[src/design/xo_pkg.sv]
// Package for the packet payload XOR obfuscator.
// Holds register indexes, protocol codes and the shared item types.
// No dependencies.
package xo_pkg;

	localparam int unsigned IPV6_HDR_BYTES = 40;

	localparam logic [7:0] PROTO_TCP = 8'd6;
	localparam logic [7:0] PROTO_UDP = 8'd17;
	localparam logic [7:0] PROTO_GRE = 8'd47;

	localparam logic [15:0] GRE_IPV4 = 16'h0800;
	localparam logic [15:0] GRE_ALT  = 16'h0101;

	localparam int unsigned CFG_IDX_W  = 3;
	localparam int unsigned CFG_DATA_W = 64;

	typedef enum logic [CFG_IDX_W-1:0] {
		REG_ADDR_FAMILY = 3'd0,
		REG_KEY_LENGTH  = 3'd1,
		REG_FIRST_LIMIT = 3'd2,
		REG_KEY_WORD_0  = 3'd3,
		REG_KEY_WORD_1  = 3'd4,
		REG_KEY_WORD_2  = 3'd5,
		REG_KEY_WORD_3  = 3'd6
	} reg_idx_t;

	typedef struct packed {
		logic        addr_family;
		logic [5:0]  key_length;
		logic [15:0] first_limit;
	} cfg_t;

	typedef struct packed {
		logic [7:0]  out_byte;
		logic        out_last;
		logic        drop_packet;
		logic        checksum_valid;
		logic [15:0] checksum_value;
		logic [15:0] checksum_offset;
	} result_t;

	typedef struct packed {
		logic    held_vld;
		result_t held;
		logic    last_vld;
		result_t last;
	} push_t;

endpackage

[src/design/xo_cfg.sv]
// Configuration registers of the XOR obfuscator.
// Depends on xo_pkg.
module xo_cfg import xo_pkg::*; #(
	parameter int unsigned KEY_BYTES = 32
) (
	input  logic                  clk,
	input  logic                  arst_n,
	input  logic                  cfg_we,
	input  logic [CFG_IDX_W-1:0]  cfg_index,
	input  logic [CFG_DATA_W-1:0] cfg_data,
	output cfg_t                  cfg,
	output logic [7:0]            key [KEY_BYTES]
);

	cfg_t cfg_q;

	always_ff @(posedge clk or negedge arst_n) begin
		if (!arst_n) begin
			cfg_q.addr_family <= 1'b0;
			cfg_q.key_length  <= 6'd1;
			cfg_q.first_limit <= 16'd0;
		end else if (cfg_we) begin
			case (reg_idx_t'(cfg_index))
				REG_ADDR_FAMILY: cfg_q.addr_family <= cfg_data[0];
				REG_KEY_LENGTH:  cfg_q.key_length  <= cfg_data[5:0];
				REG_FIRST_LIMIT: cfg_q.first_limit <= cfg_data[15:0];
				default: ;
			endcase
		end
	end

	assign cfg = cfg_q;

	for (genvar i = 0; i < KEY_BYTES; i++) begin : g_key
		localparam logic [CFG_IDX_W-1:0] WIDX = CFG_IDX_W'(REG_KEY_WORD_0 + i / 8);
		logic [7:0] key_q;
		always_ff @(posedge clk or negedge arst_n) begin
			if (!arst_n) begin
				key_q <= 8'd0;
			end else if (cfg_we && cfg_index == WIDX) begin
				key_q <= cfg_data[(i % 8) * 8 +: 8];
			end
		end
		assign key[i] = key_q;
	end

endmodule

[src/design/xo_core.sv]
// Per-byte engine: input register, header parse, XOR, checksum and GRE swap.
// Depends on xo_pkg.
module xo_core import xo_pkg::*; #(
	parameter int unsigned KEY_BYTES  = 32,
	parameter int unsigned MAX_PACKET = 65535
) (
	input  logic       clk,
	input  logic       arst_n,
	input  logic       in_valid,
	output logic       in_ready,
	input  logic [7:0] in_byte,
	input  logic       in_last,
	input  logic       in_offl,
	input  logic       room,
	input  cfg_t       cfg,
	input  logic [7:0] key [KEY_BYTES],
	output logic       push_en,
	output push_t      push
);

	localparam int unsigned KIW = (KEY_BYTES > 1) ? $clog2(KEY_BYTES) : 1;

	logic       vld_s1;
	logic [7:0] byte_s1;
	logic       last_s1;
	logic       offl_s1;
	logic       adv;

	assign adv      = vld_s1 && room;
	assign in_ready = !vld_s1 || room;
	assign push_en  = adv;

	always_ff @(posedge clk or negedge arst_n) begin
		if (!arst_n) begin
			vld_s1 <= 1'b0;
		end else if (in_ready) begin
			vld_s1 <= in_valid;
		end
	end

	always_ff @(posedge clk) begin
		if (in_ready && in_valid) begin
			byte_s1 <= in_byte;
			last_s1 <= in_last;
			offl_s1 <= in_offl;
		end
	end

	logic [7:0]     held_q;
	logic           held_vld_q;
	logic [15:0]    pos_q;
	logic [5:0]     nhl_q;
	logic [7:0]     proto_q;
	logic [5:0]     thl_q;
	logic [15:0]    dpl_q;
	logic [15:0]    pc_q;
	logic [KIW-1:0] ki_q;
	logic [31:0]    sum_q;
	logic           gre_ok_q;
	logic           gre_nz_q;
	logic           ovl_q;

	logic [7:0]     b, held_n;
	logic [15:0]    pos_n, dpl_n, pc_n, t;
	logic [5:0]     nhl_n, thl_n, ihl4, dof4;
	logic [7:0]     proto_n;
	logic [KIW-1:0] ki_n;
	logic [31:0]    sum_n;
	logic           gre_ok_n, gre_nz_n, ovl_n;
	logic           in_hdr, in_range, tu, xor_it, proto_byte;
	logic [5:0]     kl, ck;
	logic [15:0]    w;

	always_comb begin
		kl = cfg.key_length;
		if (kl == 6'd0) kl = 6'd1;
		if ({1'b0, kl} > 7'(KEY_BYTES)) kl = 6'(KEY_BYTES);
	end

	assign ihl4 = {byte_s1[3:0], 2'b00};
	assign dof4 = {byte_s1[7:4], 2'b00};

	always_comb begin
		b          = byte_s1;
		held_n     = held_q;
		pos_n      = pos_q;
		nhl_n      = nhl_q;
		proto_n    = proto_q;
		thl_n      = thl_q;
		dpl_n      = dpl_q;
		pc_n       = pc_q;
		ki_n       = ki_q;
		sum_n      = sum_q;
		gre_ok_n   = gre_ok_q;
		gre_nz_n   = gre_nz_q;
		ovl_n      = ovl_q;
		in_hdr     = 1'b0;
		in_range   = 1'b0;
		xor_it     = 1'b0;
		proto_byte = 1'b0;
		t          = 16'd0;
		ck         = 6'd0;
		w          = {held_q, byte_s1};
		if ({1'b0, pos_q} >= 17'(MAX_PACKET)) begin
			ovl_n = 1'b1;
		end else begin
			if (pos_q == 16'd0)
				nhl_n = cfg.addr_family ? 6'(IPV6_HDR_BYTES)
					: ((ihl4 < 6'd20) ? 6'd20 : ihl4);
			in_hdr = pos_q < {10'd0, nhl_n};
			if (in_hdr) begin
				if (cfg.addr_family) begin
					if (pos_q == 16'd4) dpl_n[15:8] = byte_s1;
					if (pos_q == 16'd5) dpl_n[7:0] = byte_s1;
					proto_byte = pos_q == 16'd6;
					if (pos_q >= 16'd8) sum_n = sum_q + (pos_q[0] ? {24'd0, b} : {16'd0, b, 8'd0});
				end else begin
					proto_byte = pos_q == 16'd9;
					if (pos_q >= 16'd12 && pos_q < 16'd20)
						sum_n = sum_q + (pos_q[0] ? {24'd0, b} : {16'd0, b, 8'd0});
				end
				if (proto_byte) begin
					proto_n = byte_s1;
					case (byte_s1)
						PROTO_TCP: thl_n = 6'd20;
						PROTO_UDP: thl_n = 6'd8;
						PROTO_GRE: thl_n = 6'd4;
						default:   thl_n = 6'd0;
					endcase
				end
			end else begin
				t        = pos_q - {10'd0, nhl_n};
				in_range = !cfg.addr_family || t < dpl_q;
				if (proto_q == PROTO_TCP || proto_q == PROTO_UDP) begin
					if (proto_q == PROTO_TCP && t == 16'd12)
						thl_n = (dof4 < 6'd20) ? 6'd20 : dof4;
					xor_it = t >= {10'd0, thl_n} && in_range;
				end else if (proto_q == PROTO_GRE) begin
					if (t < 16'd2 && byte_s1 != 8'd0) gre_nz_n = 1'b1;
					if (t == 16'd3 && !gre_nz_q && (w == GRE_IPV4 || w == GRE_ALT)) begin
						gre_ok_n = 1'b1;
						held_n   = (w == GRE_IPV4) ? GRE_ALT[15:8] : GRE_IPV4[15:8];
						b        = (w == GRE_IPV4) ? GRE_ALT[7:0] : GRE_IPV4[7:0];
					end
					xor_it = gre_ok_n && t >= 16'd4 && in_range;
				end
				if (xor_it && (cfg.first_limit == 16'd0 || pc_q < cfg.first_limit)) begin
					b    = b ^ key[ki_q];
					ki_n = ({1'b0, 6'(ki_q)} + 7'd1 >= {1'b0, kl}) ? '0 : ki_q + 1'b1;
					pc_n = pc_q + 16'd1;
				end
				ck = (proto_q == PROTO_TCP) ? 6'd16 : 6'd6;
				if ((proto_q == PROTO_TCP || proto_q == PROTO_UDP) && in_range
						&& t != {10'd0, ck} && t != {10'd0, ck} + 16'd1)
					sum_n = sum_q + (pos_q[0] ? {24'd0, b} : {16'd0, b, 8'd0});
			end
			pos_n = pos_q + 16'd1;
		end
	end

	// end-of-packet checks and checksum fold
	logic        drop, cv;
	logic [15:0] plen, val, off;
	logic [31:0] s;
	logic [16:0] f1, f2;

	assign tu = proto_n == PROTO_TCP || proto_n == PROTO_UDP;

	always_comb begin
		drop = ovl_n || pos_n < {10'd0, nhl_n};
		plen = cfg.addr_family ? dpl_n : pos_n - {10'd0, nhl_n};
		if (!drop) begin
			if (tu) begin
				if (plen < {10'd0, thl_n}) drop = 1'b1;
				if (cfg.addr_family && {1'b0, pos_n} < {11'd0, nhl_n} + {1'b0, dpl_n})
					drop = 1'b1;
			end else if (proto_n == PROTO_GRE) begin
				if ({1'b0, pos_n} < {11'd0, nhl_n} + 17'd4) drop = 1'b1;
				if (cfg.addr_family && gre_ok_n && dpl_n < 16'd4) drop = 1'b1;
			end
		end
		cv  = tu && !drop && !offl_s1;
		s   = sum_n + {24'd0, proto_n} + {16'd0, plen};
		f1  = {1'b0, s[15:0]} + {1'b0, s[31:16]};
		f2  = {1'b0, f1[15:0]} + {16'd0, f1[16]};
		val = ~f2[15:0];
		if (proto_n == PROTO_UDP && val == 16'd0) val = 16'hFFFF;
		off = {10'd0, nhl_n} + ((proto_n == PROTO_TCP) ? 16'd16 : 16'd6);
		if (!cv) begin
			val = 16'd0;
			off = 16'd0;
		end
	end

	always_comb begin
		push.held_vld            = held_vld_q;
		push.held                = '0;
		push.held.out_byte       = held_n;
		push.last_vld            = last_s1;
		push.last.out_byte       = b;
		push.last.out_last       = 1'b1;
		push.last.drop_packet    = drop;
		push.last.checksum_valid = cv;
		push.last.checksum_value = val;
		push.last.checksum_offset = off;
	end

	always_ff @(posedge clk or negedge arst_n) begin
		if (!arst_n) begin
			held_q     <= 8'd0;
			held_vld_q <= 1'b0;
			pos_q      <= 16'd0;
			nhl_q      <= 6'd0;
			proto_q    <= 8'd0;
			thl_q      <= 6'd0;
			dpl_q      <= 16'd0;
			pc_q       <= 16'd0;
			ki_q       <= '0;
			sum_q      <= 32'd0;
			gre_ok_q   <= 1'b0;
			gre_nz_q   <= 1'b0;
			ovl_q      <= 1'b0;
		end else if (adv) begin
			if (last_s1) begin
				held_q     <= 8'd0;
				held_vld_q <= 1'b0;
				pos_q      <= 16'd0;
				nhl_q      <= 6'd0;
				proto_q    <= 8'd0;
				thl_q      <= 6'd0;
				dpl_q      <= 16'd0;
				pc_q       <= 16'd0;
				ki_q       <= '0;
				sum_q      <= 32'd0;
				gre_ok_q   <= 1'b0;
				gre_nz_q   <= 1'b0;
				ovl_q      <= 1'b0;
			end else begin
				held_q     <= b;
				held_vld_q <= 1'b1;
				pos_q      <= pos_n;
				nhl_q      <= nhl_n;
				proto_q    <= proto_n;
				thl_q      <= thl_n;
				dpl_q      <= dpl_n;
				pc_q       <= pc_n;
				ki_q       <= ki_n;
				sum_q      <= sum_n;
				gre_ok_q   <= gre_ok_n;
				gre_nz_q   <= gre_nz_n;
				ovl_q      <= ovl_n;
			end
		end
	end

endmodule

[src/design/xo_fifo.sv]
// Four-entry result queue taking up to two items a cycle.
// Depends on xo_pkg.
module xo_fifo import xo_pkg::*; (
	input  logic    clk,
	input  logic    arst_n,
	input  logic    push_en,
	input  push_t   push,
	output logic    room,
	output logic    out_valid,
	input  logic    out_ready,
	output result_t out_item
);

	result_t    mem [4];
	logic [1:0] wp_q, rp_q;
	logic [2:0] cnt_q;
	logic       pop;
	logic [1:0] npush;
	logic       both;

	assign room      = cnt_q <= 3'd2;
	assign out_valid = cnt_q != 3'd0;
	assign out_item  = mem[rp_q];
	assign pop       = out_valid && out_ready;
	assign both      = push.held_vld && push.last_vld;
	assign npush     = push_en ? (2'(push.held_vld) + 2'(push.last_vld)) : 2'd0;

	always_ff @(posedge clk) begin
		if (push_en) begin
			if (push.held_vld) mem[wp_q] <= push.held;
			if (both) mem[wp_q + 2'd1] <= push.last;
			else if (push.last_vld) mem[wp_q] <= push.last;
		end
	end

	always_ff @(posedge clk or negedge arst_n) begin
		if (!arst_n) begin
			wp_q  <= 2'd0;
			rp_q  <= 2'd0;
			cnt_q <= 3'd0;
		end else begin
			wp_q  <= wp_q + npush;
			rp_q  <= rp_q + 2'(pop);
			cnt_q <= cnt_q + {1'b0, npush} - 3'(pop);
		end
	end

endmodule

[src/design/packet_payload_xor_obfuscator.sv]
// Packet payload XOR obfuscator with TCP/UDP checksum rebuild: top level.
// Depends on xo_pkg, xo_cfg, xo_core and xo_fifo.
// Takes one packet byte per cycle, back to back, from the IP header on, while the queue
// has room. Each byte passes one input register and combinational parse/XOR/checksum
// logic, then a four-entry result queue; the last byte of a packet releases two items
// (the held byte and the final one) so the queue absorbs the extra item. Sustained
// rate is one item per cycle unless m_tready stalls; output lags input by one byte.
module packet_payload_xor_obfuscator import xo_pkg::*; #(
	parameter int unsigned KEY_BYTES  = 32,
	parameter int unsigned MAX_PACKET = 65535
) (
	input  logic                  clk,
	input  logic                  arst_n,
	input  logic                  cfg_we,
	input  logic [CFG_IDX_W-1:0]  cfg_index,
	input  logic [CFG_DATA_W-1:0] cfg_data,
	input  logic                  s_tvalid,
	output logic                  s_tready,
	input  logic [7:0]            s_tdata,   // data_byte
	input  logic                  s_tlast,
	input  logic                  s_tuser,   // checksum_offloaded
	output logic                  m_tvalid,
	input  logic                  m_tready,
	output logic [39:0]           m_tdata,   // out_byte, checksum_value, checksum_offset
	output logic                  m_tlast,
	output logic [1:0]            m_tuser    // drop_packet, checksum_valid
);

	cfg_t       cfg;
	logic [7:0] key [KEY_BYTES];
	logic       room, push_en;
	push_t      push;
	result_t    item;

	xo_cfg #(.KEY_BYTES(KEY_BYTES)) u_cfg (
		.clk, .arst_n, .cfg_we, .cfg_index, .cfg_data, .cfg, .key
	);

	xo_core #(.KEY_BYTES(KEY_BYTES), .MAX_PACKET(MAX_PACKET)) u_core (
		.clk, .arst_n,
		.in_valid(s_tvalid), .in_ready(s_tready), .in_byte(s_tdata),
		.in_last(s_tlast), .in_offl(s_tuser),
		.room, .cfg, .key, .push_en, .push
	);

	xo_fifo u_fifo (
		.clk, .arst_n, .push_en, .push, .room,
		.out_valid(m_tvalid), .out_ready(m_tready), .out_item(item)
	);

	assign m_tdata = {item.checksum_offset, item.checksum_value, item.out_byte};
	assign m_tlast = item.out_last;
	assign m_tuser = {item.checksum_valid, item.drop_packet};

endmodule
[config.mk]
export PLATFORM = sky130hd
export DESIGN_NAME = packet_payload_xor_obfuscator
export DESIGN_NICKNAME = d
export VERILOG_FILES = /design/src/design/xo_pkg.sv /design/src/design/xo_cfg.sv /design/src/design/xo_core.sv /design/src/design/xo_fifo.sv /design/src/design/packet_payload_xor_obfuscator.sv
export SDC_FILE = /design/constraint.sdc
export NUM_CORES = 1
export LEC_CHECK = 0
export ABC_AREA = 1
export BUFFER_PORTS_ARGS = -buffer_cell sky130_fd_sc_hd__buf_4
export CORE_UTILIZATION = 25
export DETAILED_ROUTE_END_ITERATION = 12
export GPL_TIMING_DRIVEN = 1
export HOLD_SLACK_MARGIN = 0.06
export PLACE_DENSITY = 0.46
export REMOVE_ABC_BUFFERS = 1
export SYNTH_ARGS = -nofsm -noshare
export SYNTH_HDL_FRONTEND = slang
export SYNTH_SLANG_ARGS = --single-unit
export TNS_END_PERCENT = 50
[constraint.sdc]
create_clock -name clk -period 25.9 [get_ports clk]
set_input_delay 0 -clock clk [delete_from_list [all_inputs] [get_ports clk]]
set_output_delay 0 -clock clk [all_outputs]
set_load 0.02 [all_outputs]
Word level (Yosys, flattened, before mapping)
Memories as Yosys holds them, arrays and structs flattened.
Cells that the tools add are included.
Storage, ports and cells
  register bits: 414
  latch bits: 0
  bits in writable memories: 172
  bits in read-only memories: 0
  input port bits: 82
  memories kept: 1
Operators by class
  add/subtract/negate cells: 22
  $mul: 0
  divide/modulo/power cells: 0
  $lt $le $gt $ge: 21
  equality and inequality tests: 28
  shift-type cells: 0
  multiplexer cells: 121
  bitwise operators: 4
  reductions and logical operators: 53
Memory list
  u_fifo.mem: depth 4, bits a word 43, rd ports 1, clocked after Yosys merged registers in 0, wr ports 2, line xo_fifo.sv:14  | result_t mem [4];
Operators with widths (count)
  $mux 16: 16
  $mux 32: 7
  $mux 8: 24
  $mux 6: 18
  $add 32x32->32: 2
  $eq 16x3->1 const B: 3
  $logic_not 16->1: 3
  $lt 16x6->1: 3
  $mux 1: 44
  $mux 43: 1
  $bmux 8 s5: 1
  $mux 5: 7
  $lt 16x17->1: 2
  $add 16x1->16 const B: 2
  $add 32x16->32: 1
  $add 32x8->32: 1
  $eq 16x4->1 const B: 2
  $ge 16x4->1 const B: 2
  $lt 16x16->1: 2
  $sub 16x6->16: 2
  $logic_and 1x1->1: 26
  $eq 8x3->1 const B: 3
  $eq 8x5->1 const B: 3
  $eq 8x6->1 const B: 3
  other kinds (51): 71

Longest topological paths before layout
  depth in word-level cells: 39
  depth in mapped cells: 95

Cells and area by module
Synthesis repeated with hierarchy kept, for this count alone.
Unflattened totals
  cell total of the unflattened synthesis: 5943
  area total of the unflattened synthesis: 41203.3 µm²
Modules (own cells, without submodules)
  xo_core: instances 1, cells each 3520, area each 20806.2 µm²
  xo_cfg: instances 1, cells each 1201, area each 10706.5 µm²
  xo_fifo: instances 1, cells each 1222, area each 9690.5 µm²

Worst setup path before layout
Ideal clock, no wire load.
  path kind: register to register
  start: reg u_core.pos_q[0]
  end: mem u_fifo.mem[0][23] in the netlist's numbering (data pin)
  setup time: 135 ps
  arrival: 12307 ps
  setup slack: 13458 ps
  cell stages (with the launch flop): 91
  path buffers: 4
  clock period less this slack: 12442 ps
  cells stage by stage: dfrtp_1 buf_2 inv_2 clkbuf_1 ha_1 inv_1 nor4_1 inv_1 nand2_1 o21ai_0 inv_1 ha_1 nand2_1 nand2_1 inv_1 nand2_1 nand2_1 nand3_1 (+55 left out) a21oi_1 o21bai_1 ha_1 nand3_1 nor2_1 nand2_1 nor3_2 nand4_1 o21bai_1 nand2_1 inv_1 nand2_1 nor2_1 nand3_2 buf_6 nand2_1 inv_2 nor2_2
RTL lines
  start, declared: line xo_core.sv:51  | logic [15:0] pos_q;
  start signal, assigned: line xo_core.sv:241  | pos_q <= pos_n;
  end, declared: line xo_fifo.sv:14

==> results.sh <==
export IMPL_peakVddDrop_v=0.0001415
export IMPL_whs_ns=0.1833
export IMPL_combPwrFrac_pct=64.1
export IMPL_finalMaxSlewViolations=0
export IMPL_synth_warnings=0
export IMPL_drt_iter0_markers=2720
export IMPL_place_gp_congestion=0.9462
export IMPL_crit_path_start_kind="register"
export IMPL_max_cap_violations=0
export IMPL_crit_top_cell="nand2_1"
export IMPL_netlist_area_leader_share_pct=27.56
export IMPL_cts_root_buf="clkbuf_16"
export IMPL_synth_common_cells="nand2_1, o21ai_0, inv_1"
export IMPL_yosysUniqueCellTypes=68
export IMPL_final_util_pct=29.29
export IMPL_switchingPower_mw=3.291
export IMPL_rsz0062_at_grt="false"
export IMPL_grt_pass1_vias=32860
export IMPL_stdcell_count=6988
export IMPL_worstMarginPinSlew_ns=1.140
export IMPL_clock_skew_ns=0.03972
export IMPL_powerDensity_nw_per_um2=144.6
export IMPL_finalHoldViolCount=0
export IMPL_die_area_um2=147900
export IMPL_min_period_ns=15.81
export IMPL_clk_pin_slew_ns=0.06
export IMPL_ys_ff_latch=550
export IMPL_fin_ws_ns=10.09
export IMPL_final_area_um2=42580
export IMPL_syn_area_um2=36600
export IMPL_firstDrtPassIters=6
export IMPL_htreeDepth=3
export IMPL_place_area_um2=39310
export IMPL_overflow=0
export IMPL_synth_most_common_cell="nand2_1"
export IMPL_crit_fanout=28
export IMPL_drt_total_wl_um=133200
export IMPL_wl_per_cell_um=19.05
export IMPL_dpl_hpwl_um=93830
export IMPL_yosysSeqAreaShare_pct=39.50
export IMPL_antenna_found_initial=0
export IMPL_post_route_drc_count=0
export IMPL_max_freq_mhz=63.25
export IMPL_synthTopCellsByArea="dfrtp_1, nand2_1, edfxtp_1"
export IMPL_vias=33630
export IMPL_setup_violations=0
export IMPL_via_per_inst=4.813
export IMPL_port_buffers=117
export IMPL_synth_top_area_cell="dfrtp_1"
export IMPL_cpLargestDelayFamily="simple AND/OR/NAND/NOR gates"
export IMPL_endpoint_kind="register"
export IMPL_synthFlopType="dfrtp_1"
export IMPL_clock_path_buffers=3
export IMPL_worst_endpoint_arrival_ns=16.30
export IMPL_nFillCells=15940
export IMPL_drive_above_1_share_pct=8.420
export IMPL_numCtsBuffers=70
export IMPL_internal_power_mw=2.866
export IMPL_placedCellCount=6766
export IMPL_cts_tree="built"
export IMPL_cts_sinks=550
export IMPL_grt_start_max_net_pins=119
export IMPL_n_antenna_cell=0
export IMPL_pwr_share_seq_pct=19.7
export IMPL_avgSynthCellArea_um2=7.465
export IMPL_synth_edff_count=142
export IMPL_grt_pass1_wl_um=203700
export IMPL_rows=140
export IMPL_min_path_type="input port to register"
export IMPL_power_mw=6.158
export IMPL_insertion_delay_ns=0.69
export IMPL_dp_slack_ns=10.37
export IMPL_core_um2=145400
export IMPL_crit_type="register to register"
export IMPL_critPathSlowestCell="nor4_1"
export IMPL_start_util_pct=25.17
export IMPL_die_y_um=384.6
export IMPL_ant_nets=0
export IMPL_slowest_delay_ns=0.96
export IMPL_nNetsFinal=5292
export IMPL_area_growth_pct=16.36
export IMPL_die_x_um=384.6
export IMPL_critPathBufInv=9
export IMPL_outcome="completed"
export IMPL_max_slew_margin_pct=23.29
export IMPL_p_clk_share_pct=16.1
export IMPL_timing_final_crit_share_pct=61.05
export IMPL_grt_use_total_pct=17.90
export IMPL_ios=127
export IMPL_async_flop_share_pct=73.45
export IMPL_worstPathRequired_ns=26.39
export IMPL_tns_ns=0
export IMPL_synthCells=4902
export IMPL_leakagePower_nw=19.90
export IMPL_switching_share_pct=53.45
[cells by family after synthesis]
| kind of cell | synth area share (%) |
|---|---|
| xor gates and xnor gates | 3.183 |
| DFF | 39.50 |
| buffers and inverters | 8.322 |
| AOI/OAI and AO/OA | 15.91 |
| other | 0.01025 |
| adders and majority gates | 6.913 |
| and+or+nand+nor | 26.16 |
[worst reg2reg max path, delay by kind of cell (launching register included)]
kind | cells | cell delay [ns]
buf+inv | 9 | 1.44
compound gates | 16 | 3.20
flops | 1 | 0.72
simple gates | 44 | 6.80
xor+xnor | 3 | 0.59
fa+ha+maj | 9 | 2.89
[per-layer routing]
layer / track usage (%) / wire length [um] / up-vias / part of all wire (%)
met5: 0 / 0 / - / 0
met4: 4.681 / 3278 / 0 / 2.5
met3: 2.364 / 6382 / 183 / 4.8
met2: 28.97 / 60740 / 900 / 46
met1: 24.93 / 62750 / 16020 / 47
li1: - / - / 16530 / -
[layout make-up]
type	count	area, um2	share of cell area, %
clock buffers	96	1919	4.507
repair buffers	263	2255	5.295
multi-input cells	3597	19170	45.01
clock inverters	29	360.3	0.8462
well taps	1917	2399	5.633
flip-flops and latches	550	14460	33.96
inverters	536	2021	4.745
[what timing repair did]
| item | CTS | global route |
|---|---|---|
| hold buffers | 97 | 0 |
| endpoints found under the hold margin | 397 | 0 |
| buffers inserted | 0 | 0 |
| resized for setup | 0 | 0 |
[cell usage in the layout (no fill, tap or decap), types with 11 or more instances in the layout]
master	count
fa_1	17
a21oi_1	243
xnor2_1	32
o21a_1	20
o22ai_1	109
o311ai_0	22
dlygate4sd3_1	96
inv_1	494
nand3_1	320
edfxtp_1	142
nand2_1	1313
a221oi_1	11
inv_2	32
nand4_1	65
clkinv_1	11
nor2_2	49
a22oi_1	15
nor2_1	358
xor2_1	101
dfrtp_1	400
ha_1	175
clkbuf_16	70
nor4_1	15
nor3_1	53
buf_4	164
clkbuf_1	19
o211ai_1	26
o31ai_1	12
o21ai_0	501
[sequential cells by signal, summed over array words and instances (netlist names), 2 cells and up]
register / cells
u_fifo.mem: 136
u_core.pos_q: 16
u_cfg.cfg: 23
u_core.pc_q: 16
u_core.nhl_q: 6
u_core.proto_q: 8
u_core.held_q: 8
u_core.sum_q: 32
u_cfg.g_key.key_q: 256
u_core.thl_q: 6
u_core.byte_s1: 8
u_fifo.rp_q: 2
u_fifo.wp_q: 2
u_fifo.cnt_q: 3
u_core.dpl_q: 16
u_core.ki_q: 5
[worst paths after layout]
| path | endpoint | slack [ns] | cells past startpoint | from |
|---|---|---|---|---|
| worst max-delay path | u_fifo.mem[2][28] | 10.09 | 81 | u_core.pos_q[0] |
| worst min-delay path | u_cfg.g_key[23].key_q[7] | 0.18 | 4 | cfg_data[63] |
| worst max register to register | u_fifo.mem[2][28] | 10.09 | 81 | u_core.pos_q[0] |
| worst min register to register | u_fifo.mem[1][34] | 0.45 | 2 | u_fifo.mem[1][34] |
| max in group asynchronous | u_cfg.g_key[24].key_q[3] | 22.87 | 6 | arst_n |
| min in group asynchronous | u_cfg.g_key[31].key_q[1] | 0.50 | 4 | arst_n |
[power by group through the flow]
stage          registers, mW  clock network [mW]  logic (mW)
2_1_floorplan           1.22                   0        2.74
3_3_place_gp            1.23                   0        3.97
3_5_place_dp            1.23                   0        3.96
4_1_cts                 1.21                1.02        3.99
5_1_grt                 1.24                1.06        4.47
6_report                1.22               0.993        3.95
Power figures use the tool's default switching activity.
